==> src/hdl/brc_div.sv <==
module brc_div #(
  parameter int W  = 32,
  parameter int SW = 1
) (
  input  logic          clk_i,
  input  logic          rst_ni,
  input  logic          en_i,
  input  logic          valid_i,
  input  logic [W-1:0]  dividend_i,
  input  logic [W-1:0]  divisor_i,
  input  logic [SW-1:0] side_i,
  output logic          valid_o,
  output logic [W-1:0]  quotient_o,
  output logic [SW-1:0] side_o
);

  logic [W-1:0]  a_q [W];
  logic [W-1:0]  r_q [W];
  logic [W-1:0]  d_q [W];
  logic [SW-1:0] s_q [W];
  logic [W-1:0]  v_q;

  for (genvar k = 0; k < W; k++) begin : g_stage
    logic [W-1:0]  a_in, r_in, d_in;
    logic [SW-1:0] s_in;
    logic          v_in;
    logic [W:0]    t, diff;
    logic          ge;

    if (k == 0) begin : g_first
      assign a_in = dividend_i;
      assign r_in = '0;
      assign d_in = divisor_i;
      assign s_in = side_i;
      assign v_in = valid_i;
    end else begin : g_next
      assign a_in = a_q[k-1];
      assign r_in = r_q[k-1];
      assign d_in = d_q[k-1];
      assign s_in = s_q[k-1];
      assign v_in = v_q[k-1];
    end

    assign t    = {r_in, a_in[W-1]};
    assign diff = t - {1'b0, d_in};
    assign ge   = (t >= {1'b0, d_in});

    always_ff @(posedge clk_i or negedge rst_ni) begin
      if (!rst_ni) begin
        v_q[k] <= 1'b0;
      end else if (en_i) begin
        v_q[k] <= v_in;
      end
    end

    always_ff @(posedge clk_i) begin
      if (en_i) begin
        a_q[k] <= {a_in[W-2:0], ge};
        r_q[k] <= ge ? diff[W-1:0] : t[W-1:0];
        d_q[k] <= d_in;
        s_q[k] <= s_in;
      end
    end
  end

  assign valid_o    = v_q[W-1];
  assign quotient_o = a_q[W-1];
  assign side_o     = s_q[W-1];

endmodule

==> config.mk <==
export PLATFORM = sky130hd
export DESIGN_NAME = brc_div
export DESIGN_NICKNAME = d
export VERILOG_FILES = /design/src/hdl/brc_div.sv
export SDC_FILE = /design/constraint.sdc
export NUM_CORES = 2
export LEC_CHECK = 0
export BUFFER_PORTS_ARGS = -buffer_cell sky130_fd_sc_hd__buf_2
export CORE_ASPECT_RATIO = 1.75
export CORE_MARGIN = 2
export CORE_UTILIZATION = 58
export CTS_CLUSTER_SIZE = 30
export DETAILED_ROUTE_END_ITERATION = 8
export GPL_TIMING_DRIVEN = 0
export PLACE_DENSITY = 0.75
export SYNTH_ARGS = -nofsm -noshare
export SYNTH_HDL_FRONTEND = slang
export SYNTH_SLANG_ARGS = --single-unit
export TNS_END_PERCENT = 100
==> constraint.sdc <==
create_clock -name clk_i -period 3.25 [get_ports clk_i]
set_input_delay 0 -clock clk_i [delete_from_list [all_inputs] [get_ports clk_i]]
set_output_delay 0 -clock clk_i [all_outputs]
set_load 0.005 [all_outputs]
==> flow_summary.json <==
{
  "multi_input_area_um2": 65400,
  "cap_violations": 0,
  "endpoint_kind": "flop",
  "vias_per_cell": 6.01,
  "synth_cell_types": 99,
  "tritoncts": "yes",
  "yosys.cell_count.top_type": "edfxtp_1",
  "ant_nets": 0,
  "postLayoutSetupSlackWorst_ps": -675,
  "power.density_nw_per_um2": 1070,
  "area_delta_synth_final_pct": 21.6,
  "cp_common_cell": "o31ai_4",
  "timing.fmax_ghz": 0.255,
  "drtIter0Drc": 7290,
  "dpl.hpwl_mm": 310,
  "initial_core_util_pct": 58.2,
  "finalHoldViolations": 0,
  "path_depth": 13,
  "grt_pass1_wl_mm": 628,
  "path_delay_family": "compound AO/OA/AOI/OAI gates",
  "crit_arrival_ps": 4530,
  "io_buffers": 102,
  "nNetsFinal": 14986,
  "rsz0062_at_grt": "yes",
  "synth.area.top_cells": "edfxtp_1, ha_1, a21oi_1",
  "clock_latency_ps": 910,
  "rows": 251,
  "setup_violations": 817,
  "yosys_most_used_dff": "edfxtp_1",
  "yosysTopAreaCell": "edfxtp_1",
  "ys_warn_count": 0,
  "synthMuxAreaShare_pct": 2.98,
  "syn_nets": 13787,
  "cp_num_buf_inv": 1,
  "synth_compound_area_share_pct": 13.1,
  "ys_seq_area_share_pct": 59.3,
  "cts_made_buffers": 291,
  "synthArstFlopShare_pct": 1.04,
  "dp_slack_ps": -2940,
  "critPathRequiredTime_ps": 3850,
  "dpl_cell_area_um2": 161000,
  "crit_chain": "ha_1 > nor2b_2 > o31a_1 > nor3_4 > o31ai_4 > a311oi_4 > o21ai_2 > o41ai_2 > buf_4 > o31ai_4 > o41a_1 > xor2_1 > mux2_4",
  "synthAdderAreaFrac_pct": 8.40,
  "synth_top_family_by_area": "compound AO/OA/AOI/OAI gates",
  "wl_mm": 446,
  "antenna_found_initial": 7,
  "status": "finished, violations left",
  "synthSimpleGateAreaFrac_pct": 7.66,
  "yosysTopAreaCellShare_pct": 58.8,
  "io_pins": 103,
  "place.gp.congestion": 1.03,
  "synth_seq_cells": 3072,
  "drive_gt1_share_pct": 21.3,
  "critPathKind": "flop to flop",
  "reg2reg_from": "r_q[1][1]",
  "syn_area_um2": 155000,
  "finalClockSkew_ps": 62.4,
  "slew_headroom_pct": 23.2,
  "clockBufferDepth": 4,
  "r2r_cells": 13,
  "vias": 106139,
  "clk_pin_slew_worst_paths_ps": 70,
  "timing_worst_slew_pin_value_ps": 1150,
  "ir_drop_mv": 0.785,
  "synth_edf_count": 3040,
  "setup_tns_ps": -223540,
  "min_path_type": "primary input to flop",
  "gr-usage-all-layers_pct": 30.6,
  "die_width_um": 395,
  "critPathMaxFanout": 5,
  "die_height_um": 689,
  "slew_violations": 0,
  "nFillCells": 17924,
  "ff_latch_area_um2": 92100,
  "violations": "setup timing",
  "fin_util_pct": 70.8,
  "critPathMaxStageDelay_ps": 470,
  "grt_max_degree": 196,
  "drc_errors": 0,
  "syn_inst": 12694,
  "fin_crit_sh_pct": 121,
  "wl_per_cell_um": 25.3,
  "critPathSlowestCell": "edfxtp_1",
  "grt_pass1_vias": 106323,
  "clk_root_buffer_cell": "clkbuf_16",
  "dr.pass1.iters": 7,
  "core_area_um2": 267000,
  "leakage_nw": 75.5,
  "design_area_um2": 189000,
  "syn_area_per_cell_um2": 12.2,
  "die-area_um2": 272000,
  "crit_start": "r_q[1][1]",
  "period_minus_slack_ps": 3930,
  "overflow": 0,
  "synth_commonest_cells": "edfxtp_1, inv_1, ha_1",
  "p_total_mw": 201,
  "critPathLaunchType": "flop",
  "htree_levels": 5,
  "min_from": "en_i",
  "hold_depth": 2,
  "cts_sinks": 3072,
  "synth_xor_area_share_pct": 4.60
}
-- final timing paths --
| kind | to | slack (ps) |
|---|---|---|
| setup / recovery | r_q[1][60] | -680 |
| hold / removal | d_q[8][0] | 40 |
| min in group asynchronous | g_stage[3].v_in | 180 |
| hold reg to reg | a_q[1][235] | 390 |
| setup reg to reg | r_q[1][60] | -680 |
| max in group asynchronous | g_stage[27].v_in | 2890 |
-- sequential cells by signal, summed over array words and instances (netlist names) --
register      count
a_q            1024
d_q             992
g_stage.v_in     31
r_q             992
s_q              32
valid_o           1
-- cell usage in the layout (no fill, tap or decap), types with 80 or more instances in the layout --
| master | instances |
|---|---|
| edfxtp_1 | 3040 |
| inv_1 | 1178 |
| a21oi_1 | 831 |
| nand2_1 | 815 |
| ha_1 | 802 |
| o21ai_0 | 609 |
| buf_4 | 551 |
| a21o_1 | 523 |
| nor2_1 | 516 |
| xnor2_1 | 487 |
| clkbuf_16 | 368 |
| xor2_1 | 326 |
| mux2_2 | 250 |
| nand3_1 | 160 |
| nand4_1 | 157 |
| clkbuf_1 | 153 |
| o21ai_2 | 142 |
| ha_4 | 141 |
| dlygate4sd3_1 | 134 |
| mux2_4 | 129 |
| nand2b_1 | 123 |
| o21a_1 | 117 |
| a21oi_2 | 112 |
| o21bai_1 | 112 |
| buf_2 | 112 |
| nor2b_1 | 111 |
| nor3_1 | 92 |
| buf_6 | 92 |
| buf_12 | 80 |
-- final cells by class --
class	instances	share of cell area, %
well taps	3542	2.35
repair buffers	943	4.99
plain buffers	306	1.65
clock inverters	168	1.10
multi-input cells	8037	34.6
clock buffers	340	4.03
inverters	1242	2.48
diodes	12	0.0159
flip-flops and latches	3072	48.8
-- per-layer routing --
metal / GRT usage [%] / vias up / part of all wire [%]
li1: - / 49088 / -
met1: 27.5 / 52033 / 31
met2: 60.2 / 3392 / 56
met3: 3.42 / 1622 / 3.6
met4: 25.2 / 4 / 10
met5: 0 / - / 0.0031
-- per-stage QoR --
step | cells | hold WS [ps]
6_report | 17662 | 42.5
5_1_grt | 17659 | 38.0
4_1_cts | 17175 | 22.4
3_5_place_dp | 16355 | 78.6
3_3_place_gp | 16338 | 55.8
2_1_floorplan | 12694 | -296
-- what timing repair did --
action	in CTS	in global routing
cloned	20	53
buffers inserted	166	454
hold buffers	134	3
resized for setup	828	1661
pin swaps	151	430
hold endpoints to repair	470	23
endpoints found under the setup margin	1668	1747
-- where the power goes --
group          switching, mW  total [mW]  internal (mW)
clock                   15.3        35.5           20.2
combinational           55.7         102           46.6
sequential              6.81        63.5           56.7
total                   77.8         201            123
-- cell families after synthesis --
| family | Yosys count |
|---|---|
| mux | 414 |
| simple gates | 2518 |
| compound gates | 3265 |
| flops | 3072 |
| xor+xnor | 816 |
| buf+inv | 1585 |
| fa+ha+maj | 1024 |
No activity file was read; power rests on OpenSTA's default activity.
